## config.mk

```make
export PLATFORM = sky130hd
export DESIGN_NAME = load_cell_adc_reader_unit
export DESIGN_NICKNAME = d
export VERILOG_FILES = /design/src/design/lcar_pkg.sv /design/src/design/lcar_ctrl.sv /design/src/design/lcar_dp.sv /design/src/design/load_cell_adc_reader_unit.sv
export SDC_FILE = /design/constraint.sdc
export NUM_CORES = 2
export LEC_CHECK = 0
export BUFFER_PORTS_ARGS = -buffer_cell sky130_fd_sc_hd__buf_2
export CAP_MARGIN = 20
export CORE_MARGIN = 2
export CORE_UTILIZATION = 65
export DETAILED_ROUTE_END_ITERATION = 10
export HOLD_SLACK_MARGIN = 0.1
export PLACE_DENSITY = 0.81
export SYNTH_ARGS = -nofsm -noshare
export SYNTH_HDL_FRONTEND = slang
export SYNTH_SLANG_ARGS = --single-unit
```

## constraint.sdc

```tcl
create_clock -name clk -period 24.2 [get_ports clk]
set_input_delay 4.84 -clock clk [delete_from_list [all_inputs] [get_ports clk]]
set_output_delay 4.84 -clock clk [all_outputs]
set_load 0.005 [all_outputs]
```

## src/design/lcar_pkg.sv

```systemverilog
package lcar_pkg;

    // Configuration register indexes
    localparam logic [2:0] CFG_GAIN_PULSES       = 3'd0;
    localparam logic [2:0] CFG_SAMPLES_PER_READ  = 3'd1;
    localparam logic [2:0] CFG_HALF_PERIOD_TICKS = 3'd2;
    localparam logic [2:0] CFG_TARE_OFFSET       = 3'd3;
    localparam logic [2:0] CFG_SCALE_FACTOR      = 3'd4;

    // Serial frame: data bits per conversion
    localparam int unsigned DATA_BITS = 24;

    // Output beat layout
    localparam int unsigned OUT_BITS = 66;
    localparam int unsigned OUT_TDATA_W = 72;

    // Commands from controller to datapath
    typedef struct packed {
        logic start_clear;   // new measurement: clear index and sum
        logic shift_clear;   // new conversion: clear shift word
        logic shift_in;      // shift in the data pin
        logic store;         // store sample and add to sum
        logic tick_emit;     // load a plain tick beat
        logic tick_sck;
        logic tick_busy;
        logic div_load_avg;  // divide running sum by sample count
        logic div_load_keep; // divide kept sum by kept count
        logic div_step;
        logic set_first;     // latch first average, reset filter
        logic filt_rd;       // read one stored sample
        logic filt_acc;      // test and accumulate that sample
        logic keep_first;    // final average is first average
        logic set_avg_div;   // final average from divider
        logic mul;           // tare and scale product
        logic emit_result;   // load the result beat
    } lcar_cmd_t;

    // Status from datapath to controller
    typedef struct packed {
        logic last_sample;
        logic div_last;
        logic filt_last;
        logic kept_zero;
        logic out_free;
    } lcar_stat_t;

endpackage

```

## src/design/lcar_ctrl.sv

```systemverilog
module lcar_ctrl
(
    input  logic              clk,
    input  logic              rst_n,
    input  logic              in_valid,
    output logic              in_ready,
    input  logic              dout_level,
    input  logic              start_req,
    input  logic [1:0]        gain_pulses,
    input  logic [15:0]       half_period_ticks,
    input  lcar_pkg::lcar_stat_t stat,
    output lcar_pkg::lcar_cmd_t  cmd
);
    import lcar_pkg::*;

    typedef enum logic [3:0] {
        ST_IDLE,
        ST_WAIT,
        ST_BIT_LOW,
        ST_BIT_HIGH,
        ST_GAIN_LOW,
        ST_GAIN_HIGH,
        ST_AVG_LOAD,
        ST_AVG_DIV,
        ST_AVG_SET,
        ST_FILT_RD,
        ST_FILT_ACC,
        ST_KEEP,
        ST_KEEP_DIV,
        ST_KEEP_SET,
        ST_MUL,
        ST_EMIT
    } state_t;

    state_t      state_reg, state_next;
    logic [15:0] delay_reg, delay_next;
    logic [4:0]  bit_reg, bit_next;
    logic [1:0]  pulse_reg, pulse_next;
    logic        clk_out_reg, clk_out_next;

    logic        serial;
    logic        tick;
    logic        level_done;
    logic        finishing;
    logic [15:0] half;
    logic [1:0]  gain;
    logic [16:0] delay_inc;

    assign half = (half_period_ticks == 16'd0) ? 16'd1 : half_period_ticks;
    assign gain = (gain_pulses == 2'd0) ? 2'd1 : gain_pulses;

    assign serial = (state_reg == ST_IDLE) || (state_reg == ST_WAIT) ||
                    (state_reg == ST_BIT_LOW) || (state_reg == ST_BIT_HIGH) ||
                    (state_reg == ST_GAIN_LOW) || (state_reg == ST_GAIN_HIGH);
    assign in_ready = serial && stat.out_free;
    assign tick = in_ready && in_valid;

    assign delay_inc = {1'b0, delay_reg} + 17'd1;
    assign level_done = (delay_inc >= {1'b0, half});

    // Next state and commands
    always_comb
    begin
        state_next   = state_reg;
        delay_next   = delay_reg;
        bit_next     = bit_reg;
        pulse_next   = pulse_reg;
        clk_out_next = clk_out_reg;
        finishing    = 1'b0;
        cmd          = '0;

        case (state_reg)
            ST_IDLE:
            begin
                if (tick && start_req)
                begin
                    state_next = ST_WAIT;
                    clk_out_next = 1'b0;
                    cmd.start_clear = 1'b1;
                end
            end
            ST_WAIT:
            begin
                if (tick && !dout_level)
                begin
                    state_next = ST_BIT_LOW;
                    delay_next = '0;
                    bit_next = '0;
                    pulse_next = '0;
                    cmd.shift_clear = 1'b1;
                end
            end
            ST_BIT_LOW, ST_GAIN_LOW:
            begin
                if (tick)
                begin
                    delay_next = level_done ? 16'd0 : delay_inc[15:0];
                    if (level_done)
                    begin
                        state_next = (state_reg == ST_BIT_LOW) ? ST_BIT_HIGH : ST_GAIN_HIGH;
                        clk_out_next = 1'b1;
                    end
                end
            end
            ST_BIT_HIGH:
            begin
                if (tick)
                begin
                    delay_next = level_done ? 16'd0 : delay_inc[15:0];
                    if (level_done)
                    begin
                        cmd.shift_in = 1'b1;
                        clk_out_next = 1'b0;
                        bit_next = bit_reg + 5'd1;
                        state_next = (bit_next >= 5'(DATA_BITS)) ? ST_GAIN_LOW : ST_BIT_LOW;
                    end
                end
            end
            ST_GAIN_HIGH:
            begin
                if (tick)
                begin
                    delay_next = level_done ? 16'd0 : delay_inc[15:0];
                    if (level_done)
                    begin
                        clk_out_next = 1'b0;
                        if ({1'b0, pulse_reg} + 3'd1 >= {1'b0, gain})
                        begin
                            cmd.store = 1'b1;
                            pulse_next = '0;
                            if (stat.last_sample)
                            begin
                                finishing = 1'b1;
                                clk_out_next = 1'b1;
                                state_next = ST_AVG_LOAD;
                            end
                            else
                            begin
                                state_next = ST_WAIT;
                            end
                        end
                        else
                        begin
                            pulse_next = pulse_reg + 2'd1;
                            state_next = ST_GAIN_LOW;
                        end
                    end
                end
            end
            ST_AVG_LOAD:
            begin
                cmd.div_load_avg = 1'b1;
                state_next = ST_AVG_DIV;
            end
            ST_AVG_DIV:
            begin
                cmd.div_step = 1'b1;
                if (stat.div_last)
                begin
                    state_next = ST_AVG_SET;
                end
            end
            ST_AVG_SET:
            begin
                cmd.set_first = 1'b1;
                state_next = ST_FILT_RD;
            end
            ST_FILT_RD:
            begin
                cmd.filt_rd = 1'b1;
                state_next = ST_FILT_ACC;
            end
            ST_FILT_ACC:
            begin
                cmd.filt_acc = 1'b1;
                state_next = stat.filt_last ? ST_KEEP : ST_FILT_RD;
            end
            ST_KEEP:
            begin
                if (stat.kept_zero)
                begin
                    cmd.keep_first = 1'b1;
                    state_next = ST_MUL;
                end
                else
                begin
                    cmd.div_load_keep = 1'b1;
                    state_next = ST_KEEP_DIV;
                end
            end
            ST_KEEP_DIV:
            begin
                cmd.div_step = 1'b1;
                if (stat.div_last)
                begin
                    state_next = ST_KEEP_SET;
                end
            end
            ST_KEEP_SET:
            begin
                cmd.set_avg_div = 1'b1;
                state_next = ST_MUL;
            end
            ST_MUL:
            begin
                cmd.mul = 1'b1;
                state_next = ST_EMIT;
            end
            ST_EMIT:
            begin
                if (stat.out_free)
                begin
                    cmd.emit_result = 1'b1;
                    state_next = ST_IDLE;
                end
            end
            default:
            begin
                state_next = ST_IDLE;
                clk_out_next = 1'b1;
            end
        endcase

        // Every plain tick yields one beat
        if (tick && !finishing)
        begin
            cmd.tick_emit = 1'b1;
            cmd.tick_sck = clk_out_next;
            cmd.tick_busy = (state_next != ST_IDLE);
        end
    end

    // Hold state and counters
    always_ff @(posedge clk or negedge rst_n)
    begin
        if (!rst_n)
        begin
            state_reg   <= ST_IDLE;
            delay_reg   <= '0;
            bit_reg     <= '0;
            pulse_reg   <= '0;
            clk_out_reg <= 1'b1;
        end
        else
        begin
            state_reg   <= state_next;
            delay_reg   <= delay_next;
            bit_reg     <= bit_next;
            pulse_reg   <= pulse_next;
            clk_out_reg <= clk_out_next;
        end
    end

endmodule

```

## src/design/lcar_dp.sv

```systemverilog
module lcar_dp
#(
    parameter int unsigned MAX_SAMPLES = 64
)
(
    input  logic                       clk,
    input  logic                       rst_n,
    input  logic                       dout_level,
    input  logic [6:0]                 samples_per_read,
    input  logic signed [23:0]         tare_offset,
    input  logic signed [31:0]         scale_factor,
    input  lcar_pkg::lcar_cmd_t        cmd,
    output lcar_pkg::lcar_stat_t       stat,
    output logic                       out_valid,
    input  logic                       out_ready,
    output logic [lcar_pkg::OUT_BITS-1:0] out_data
);
    import lcar_pkg::*;

    localparam int unsigned CNT_W  = $clog2(MAX_SAMPLES + 1);
    localparam int unsigned ADDR_W = (MAX_SAMPLES > 1) ? $clog2(MAX_SAMPLES) : 1;
    localparam int unsigned SUM_W  = DATA_BITS + CNT_W;
    localparam int unsigned DCNT_W = $clog2(SUM_W + 1);
    localparam int unsigned TW     = 10;

    logic [23:0]             shift_reg;
    logic [23:0]             mem [MAX_SAMPLES];
    logic [23:0]             rd_data_reg;
    logic [CNT_W-1:0]        index_reg;
    logic signed [SUM_W-1:0] sum_reg;
    logic [ADDR_W-1:0]       filt_idx_reg;
    logic signed [SUM_W-1:0] ksum_reg;
    logic [CNT_W-1:0]        kcnt_reg;
    logic signed [23:0]      first_reg;
    logic signed [23:0]      avg_reg;
    logic signed [56:0]      prod_reg;

    // Divider registers
    logic [SUM_W-1:0]        quo_reg;
    logic [CNT_W-1:0]        rem_reg;
    logic [CNT_W-1:0]        dvs_reg;
    logic                    neg_reg;
    logic [DCNT_W-1:0]       dcnt_reg;

    logic                    out_valid_reg;
    logic [OUT_BITS-1:0]     out_data_reg;

    // Target count, clamped to the store depth
    logic [TW-1:0] target;
    logic [TW-1:0] spr_ext;
    assign spr_ext = (samples_per_read == 7'd0) ? TW'(1) : TW'(samples_per_read);
    assign target = (spr_ext > TW'(MAX_SAMPLES)) ? TW'(MAX_SAMPLES) : spr_ext;

    // Divider step
    logic [CNT_W:0]       trial;
    logic                 qbit;
    logic [SUM_W-1:0]     quo_signed;
    logic signed [23:0]   div_res;
    assign trial = {rem_reg, quo_reg[SUM_W-1]};
    assign qbit = (trial >= {1'b0, dvs_reg});
    assign quo_signed = neg_reg ? (~quo_reg + SUM_W'(1)) : quo_reg;
    assign div_res = quo_signed[23:0];

    logic [SUM_W-1:0] sum_mag;
    logic [SUM_W-1:0] ksum_mag;
    assign sum_mag = sum_reg[SUM_W-1] ? SUM_W'(-sum_reg) : SUM_W'(sum_reg);
    assign ksum_mag = ksum_reg[SUM_W-1] ? SUM_W'(-ksum_reg) : SUM_W'(ksum_reg);

    // Outlier test: keep when 4*|s - avg| <= |avg|
    logic signed [24:0] diff;
    logic [24:0]        abs_diff;
    logic [23:0]        abs_first;
    logic               keep;
    assign diff = {rd_data_reg[23], rd_data_reg} - {first_reg[23], first_reg};
    assign abs_diff = diff[24] ? 25'(-diff) : 25'(diff);
    assign abs_first = first_reg[23] ? 24'(-first_reg) : 24'(first_reg);
    assign keep = ({abs_diff, 2'b00} <= {3'b000, abs_first});

    // Tare and saturate
    logic signed [24:0] tared;
    logic signed [32:0] mass_wide;
    logic [31:0]        mass;
    assign tared = {avg_reg[23], avg_reg} - {tare_offset[23], tare_offset};
    assign mass_wide = prod_reg[56:24];
    always_comb
    begin
        if (mass_wide[32] != mass_wide[31])
        begin
            mass = mass_wide[32] ? 32'h8000_0000 : 32'h7FFF_FFFF;
        end
        else
        begin
            mass = mass_wide[31:0];
        end
    end

    logic [TW-1:0] index_inc;
    assign index_inc = TW'(index_reg) + TW'(1);

    assign stat.last_sample = (index_inc >= target);
    assign stat.div_last = (dcnt_reg == DCNT_W'(1));
    assign stat.filt_last = ((TW'(filt_idx_reg) + TW'(1)) >= TW'(index_reg));
    assign stat.kept_zero = (kcnt_reg == '0);
    assign stat.out_free = !out_valid_reg || out_ready;

    assign out_valid = out_valid_reg;
    assign out_data = out_data_reg;

    // Sample store and read port
    always_ff @(posedge clk)
    begin
        if (cmd.store)
        begin
            mem[index_reg[ADDR_W-1:0]] <= shift_reg;
        end
        if (cmd.filt_rd)
        begin
            rd_data_reg <= mem[filt_idx_reg];
        end
    end

    // Acquisition, filter and arithmetic registers
    always_ff @(posedge clk or negedge rst_n)
    begin
        if (!rst_n)
        begin
            shift_reg    <= '0;
            index_reg    <= '0;
            sum_reg      <= '0;
            filt_idx_reg <= '0;
            ksum_reg     <= '0;
            kcnt_reg     <= '0;
            first_reg    <= '0;
            avg_reg      <= '0;
            prod_reg     <= '0;
            quo_reg      <= '0;
            rem_reg      <= '0;
            dvs_reg      <= '0;
            neg_reg      <= 1'b0;
            dcnt_reg     <= '0;
        end
        else
        begin
            if (cmd.start_clear)
            begin
                index_reg <= '0;
                sum_reg <= '0;
                kcnt_reg <= '0;
            end
            if (cmd.shift_clear)
            begin
                shift_reg <= '0;
            end
            if (cmd.shift_in)
            begin
                shift_reg <= {shift_reg[22:0], dout_level};
            end
            if (cmd.store)
            begin
                sum_reg <= sum_reg + {{(SUM_W-DATA_BITS){shift_reg[23]}}, shift_reg};
                index_reg <= index_reg + CNT_W'(1);
            end
            // Load the shared divider
            if (cmd.div_load_avg)
            begin
                quo_reg <= sum_mag;
                rem_reg <= '0;
                dvs_reg <= index_reg;
                neg_reg <= sum_reg[SUM_W-1];
                dcnt_reg <= DCNT_W'(SUM_W);
            end
            if (cmd.div_load_keep)
            begin
                quo_reg <= ksum_mag;
                rem_reg <= '0;
                dvs_reg <= kcnt_reg;
                neg_reg <= ksum_reg[SUM_W-1];
                dcnt_reg <= DCNT_W'(SUM_W);
            end
            // One quotient bit per cycle
            if (cmd.div_step)
            begin
                rem_reg <= qbit ? CNT_W'(trial - {1'b0, dvs_reg}) : trial[CNT_W-1:0];
                quo_reg <= {quo_reg[SUM_W-2:0], qbit};
                dcnt_reg <= dcnt_reg - DCNT_W'(1);
            end
            if (cmd.set_first)
            begin
                first_reg <= div_res;
                filt_idx_reg <= '0;
                ksum_reg <= '0;
                kcnt_reg <= '0;
            end
            if (cmd.filt_acc)
            begin
                if (keep)
                begin
                    ksum_reg <= ksum_reg + {{(SUM_W-DATA_BITS){rd_data_reg[23]}}, rd_data_reg};
                    kcnt_reg <= kcnt_reg + CNT_W'(1);
                end
                filt_idx_reg <= filt_idx_reg + ADDR_W'(1);
            end
            if (cmd.keep_first)
            begin
                avg_reg <= first_reg;
            end
            if (cmd.set_avg_div)
            begin
                avg_reg <= div_res;
            end
            if (cmd.mul)
            begin
                prod_reg <= tared * scale_factor;
            end
        end
    end

    // Output beat register
    always_ff @(posedge clk or negedge rst_n)
    begin
        if (!rst_n)
        begin
            out_valid_reg <= 1'b0;
        end
        else if (cmd.tick_emit || cmd.emit_result)
        begin
            out_valid_reg <= 1'b1;
        end
        else if (out_ready)
        begin
            out_valid_reg <= 1'b0;
        end
    end

    always_ff @(posedge clk)
    begin
        if (cmd.tick_emit)
        begin
            out_data_reg <= {7'd0, 32'd0, 24'd0, 1'b0, cmd.tick_busy, cmd.tick_sck};
        end
        else if (cmd.emit_result)
        begin
            out_data_reg <= {7'(kcnt_reg), mass, avg_reg, 1'b1, 1'b0, 1'b1};
        end
    end

endmodule

```

## src/design/load_cell_adc_reader_unit.sv

```systemverilog
// Load cell converter reader.
// Input stream: one beat per pin tick, tdata bit 0 is the converter data pin,
// bit 1 a start request. Output stream: one beat per input beat, carrying the
// serial clock level, busy flag and, on the final beat of a measurement, the
// filtered raw average, tared and scaled mass and number of samples kept.
// A plain tick leaves through a single output register, so one beat per
// cycle flows while the receiver takes beats.
// The tick that stores the last sample starts the arithmetic: a shared
// one-bit-per-cycle divider for the first average, the outlier filter over
// the sample memory, the divider again for the kept average (the first
// average stands if none is kept), a multiply and a load of the result,
// during which input is not accepted.
// A stalled receiver holds the output register and so stops input.
// Reset returns to idle with the serial clock high (converter powered down)
// and loads the register defaults; the sample memory needs no clearing.
// Configuration is written through cfg_we / cfg_index / cfg_data.
module load_cell_adc_reader_unit
#(
    parameter int unsigned MAX_SAMPLES = 64
)
(
    input  logic        clk,
    input  logic        rst_n,
    input  logic        s_axis_tvalid,
    output logic        s_axis_tready,
    input  logic [7:0]  s_axis_tdata,   // [0] dout_level, [1] start_req
    output logic        m_axis_tvalid,
    input  logic        m_axis_tready,
    output logic [lcar_pkg::OUT_TDATA_W-1:0] m_axis_tdata, // [0] sck_level,
                        // [1] busy_res, [2] result_valid, [26:3] raw_average,
                        // [58:27] mass, [65:59] samples_kept
    input  logic        cfg_we,
    input  logic [2:0]  cfg_index,
    input  logic [31:0] cfg_data
);
    import lcar_pkg::*;

    logic [1:0]         gain_reg;
    logic [6:0]         spr_reg;
    logic [15:0]        half_reg;
    logic signed [23:0] tare_reg;
    logic signed [31:0] scale_reg;

    lcar_cmd_t           cmd;
    lcar_stat_t          stat;
    logic [OUT_BITS-1:0] out_bits;

    // Configuration registers
    always_ff @(posedge clk or negedge rst_n)
    begin
        if (!rst_n)
        begin
            gain_reg  <= 2'd1;
            spr_reg   <= 7'd8;
            half_reg  <= 16'd1;
            tare_reg  <= '0;
            scale_reg <= 32'sd16777216;
        end
        else if (cfg_we)
        begin
            case (cfg_index)
                CFG_GAIN_PULSES:       gain_reg  <= cfg_data[1:0];
                CFG_SAMPLES_PER_READ:  spr_reg   <= cfg_data[6:0];
                CFG_HALF_PERIOD_TICKS: half_reg  <= cfg_data[15:0];
                CFG_TARE_OFFSET:       tare_reg  <= cfg_data[23:0];
                CFG_SCALE_FACTOR:      scale_reg <= cfg_data;
                default:               ;
            endcase
        end
    end

    lcar_ctrl u_ctrl
    (
        .clk               (clk),
        .rst_n             (rst_n),
        .in_valid          (s_axis_tvalid),
        .in_ready          (s_axis_tready),
        .dout_level        (s_axis_tdata[0]),
        .start_req         (s_axis_tdata[1]),
        .gain_pulses       (gain_reg),
        .half_period_ticks (half_reg),
        .stat              (stat),
        .cmd               (cmd)
    );

    lcar_dp #(
        .MAX_SAMPLES (MAX_SAMPLES)
    ) u_dp (
        .clk              (clk),
        .rst_n            (rst_n),
        .dout_level       (s_axis_tdata[0]),
        .samples_per_read (spr_reg),
        .tare_offset      (tare_reg),
        .scale_factor     (scale_reg),
        .cmd              (cmd),
        .stat             (stat),
        .out_valid        (m_axis_tvalid),
        .out_ready        (m_axis_tready),
        .out_data         (out_bits)
    );

    // Pad the beat to whole bytes
    assign m_axis_tdata = {{(OUT_TDATA_W-OUT_BITS){1'b0}}, out_bits};

endmodule
```

==> run_results.csv <==
group,metric,value,unit
status,status,"finished, final reports clean",
timing,skew,0.1061,ns
grt,antenna_found_initial,27,
min_path,hold_path.class,"register to register",
clock_network,clkTransAtPathRegs,0.06,ns
layout,final_cell_count_no_fill,10810,
critical_path,cp.arrival,11.97,ns
logic_synthesis,synth_cells,8231,
timing,setup_viol,0,
logic_synthesis,ys_top_cells_by_count,"edfxtp_1 (1562), inv_1 (959), nand2_1 (868), fa_1 (824), mux4_2 (504)",
detailed_routing,vias,74320,
clock_network,cts.sinks,1974,
detailed_routing,drt_wl_total,338200,um
placement,dp.cells,10430,
grt,grt_pass1_vias,76320,
timing,tightest_slew,1.282,ns
timing,worst_slack,12.89,ns
critical_path,reg2reg_depth,37,
clock_network,cts-resized-gates,0,
clock_network,post_cts_buffers,0,
logic_synthesis,yosysTopAreaCellShare,41.68,%
grt,grt_pass1_wl,498000,um
layout,final_layout_size_suffix_gt1_share,15.41,%
clock_network,ctsHoldBuffers,0,
floorplan,dieArea,0.1765,mm2
placement,place_congestion,0.9363,
logic_synthesis,ys_seq_area_share,50.57,%
critical_path,r2r-start,"u_dp.avg_reg[0]$_DFFE_PN0P_",
grt,grt_usage,39.11,%
layout,syn_to_final_growth,9.101,%
timing,tns,0,ns
detailed_routing,post_drt_wl_per_cell,31.28,um
detailed_routing,final_antenna_net_count,0,
logic_synthesis,synth-seq-cells,1974,
timing,finalCriticalPeriod,11.31,ns
critical_path,rrSetupSlack,12.89,ns
detailed_routing,firstDrtPassIters,7,
min_path,hp-start,"u_dp.out_data[26]$_SDFFE_PP0P_",
critical_path,path_depth,37,
timing,rsz0062_at_grt,"no",
logic_synthesis,ys.flop_type,"edfxtp_1",
min_path,whs_path_depth,2,
clock_network,cts_tree,"done",
logic_synthesis,synth_edf_count,1562,
critical_path,cp_slowest_cell,"a211oi_1",
detailed_routing,drc_errors,0,
grt,grt_max_degree,137,
layout,n_fill_cell,10330,
timing,slew_violations,0,
floorplan,die_y,420.1,um
layout,fin_nets,9533,
floorplan,io_pins,122,
timing,finalHoldViolations,0,
critical_path,crit_buf_inv,3,
critical_path,worst-path-max-fanout,33,
critical_path,path_common_cell,"fa_1",
layout,multiInputGateArea,0.05087,mm2
placement,place_hpwl,197400,um
detailed_routing,dr.first_iter.drc_count,10030,
logic_synthesis,yosys.area.top_type,"edfxtp_1",
clock_network,cts_buffers,194,
timing,max_freq,88.45,MHz
layout,regArea,0.05695,mm2
timing,finalCritPeriodShare,46.72,%
timing,max_slew_margin,14.41,%
logic_synthesis,syn-mean-instance-area,13.67,um2
logic_synthesis,yosysMostFrequentCell,"edfxtp_1",
grt,grt_overflow,0,
critical_path,path_class,"register to register",
logic_synthesis,syn-cell-area,0.1125,mm2
logic_synthesis,yosys-top-cells-area,"edfxtp_1 (42%), fa_1 (15%), mux4_2 (10%)",
layout,final_core_util,71.49,%
job,cap_violations,0,
critical_path,critPathTopFamily,"compound AO/OA/AOI/OAI gates",
layout,largest_register_ffs,1536,
floorplan,num_rows,152,
min_path,hold_end,"u_dp.out_data[26]$_SDFFE_PP0P_",
floorplan,initial_core_util,65.52,%
floorplan,die_w,420.1,um
critical_path,crit_path_start_kind,"register",
floorplan,core-area,0.1717,mm2
clock_network,worstSkewPairLatency,0.89,ns
logic_synthesis,synthArstFlopShare,17.63,%
logic_synthesis,synth_cell_type_count,89,
critical_path,required,24.86,ns
clock_network,clockBufferDepth,3,
detailed_routing,vias_per_cell,6.875,
clock_network,h-tree-depth,4,
logic_synthesis,synth_warnings,0,
clock_network,cts_root_buf,"clkbuf_16",
critical_path,max_stage_delay,0.58,ns
placement,dp_slack,13.18,ns
critical_path,worstSetupEndpointType,"register",
placement,port_buffers,109,
critical_path,r2r-end,"u_dp.prod_reg[44]$_DFFE_PN0P_",
-- placed cells by master (no fill, tap or decap), types with 44 or more instances in the layout --
| cell type | instances |
|---|---|
| buf_4 | 179 |
| edfxtp_1 | 1562 |
| nor2_1 | 191 |
| nor2b_1 | 83 |
| xnor2_1 | 147 |
| buf_2 | 108 |
| mux4_2 | 504 |
| dfrtp_1 | 314 |
| fa_1 | 823 |
| mux2_2 | 68 |
| and2_1 | 214 |
| a21oi_1 | 197 |
| dfxtp_1 | 64 |
| xor2_1 | 110 |
| nand3_1 | 134 |
| nand2_1 | 868 |
| ha_1 | 338 |
| nor2_2 | 62 |
| o21ai_0 | 342 |
| inv_1 | 959 |
| nor3_1 | 72 |
| a211oi_1 | 45 |
| clkbuf_1 | 44 |
| a21o_1 | 79 |
| clkbuf_16 | 195 |
-- final cells by class --
class / count / area share, %
antenna: 17 / 0.03465
clock buffer: 250 / 4.233
clock inverter: 107 / 0.9733
inverter: 959 / 2.932
multi-input combinational: 4899 / 41.43
sequential: 1974 / 46.39
tap: 2310 / 2.354
timing repair buffer: 295 / 1.653
-- through the flow --
step | hold WS (ns) | instance area (um2)
after detailed placement | 0.4463 | 116200
final | 0.4541 | 122800
after floorplan | 0.4493 | 112500
after global routing | 0.4675 | 122700
after CTS | 0.4586 | 122600
after global placement | 0.4420 | 116200
-- worst max-delay path by stage --
stage | start | endpoint | slack, ns
floorplan | m_axis_tready | s_axis_tready | 14.18
global placement | u_dp.avg_reg[0]$_DFFE_PN0P_ | u_dp.prod_reg[44]$_DFFE_PN0P_ | 13.38
detailed placement | u_dp.avg_reg[0]$_DFFE_PN0P_ | u_dp.prod_reg[44]$_DFFE_PN0P_ | 13.18
CTS | u_dp.avg_reg[0]$_DFFE_PN0P_ | u_dp.prod_reg[44]$_DFFE_PN0P_ | 13.02
global route | u_dp.avg_reg[0]$_DFFE_PN0P_ | u_dp.prod_reg[44]$_DFFE_PN0P_ | 12.36
finish | u_dp.avg_reg[0]$_DFFE_PN0P_ | u_dp.prod_reg[44]$_DFFE_PN0P_ | 12.89
-- kinds of logic after synthesis --
logic type               after synthesis  share of synthesized area (%)
AO/OA/AOI/OAI                        992                          5.603
XOR/XNOR                             273                          2.125
adder cells (fa/ha/maj)             1162                          18.42
buffers and inverters               1363                          4.590
flip-flops                          1974                          50.57
multiplexers                         588                          10.91
other                                  1                       0.003333
AND/OR/NAND/NOR                     1878                          7.780
-- per-layer routing --
layer	track usage, %	share of wire, %
met2	61.78	47
met5	0	0.040
met3	9.500	11
met4	27.20	8.5
met1	47.93	33
-- worst min-delay path, delay by kind of cell, from the launching register on --
family | cells | cell delay, ns
AO/OA/AOI/OAI | 1 | 0.05
flip-flops | 1 | 0.30
AND/OR/NAND/NOR | 1 | 0.05
Power is left out: the tool's default activity adds up to more than one toggle a clock period on the data nets, which glitch-free logic cannot reach.
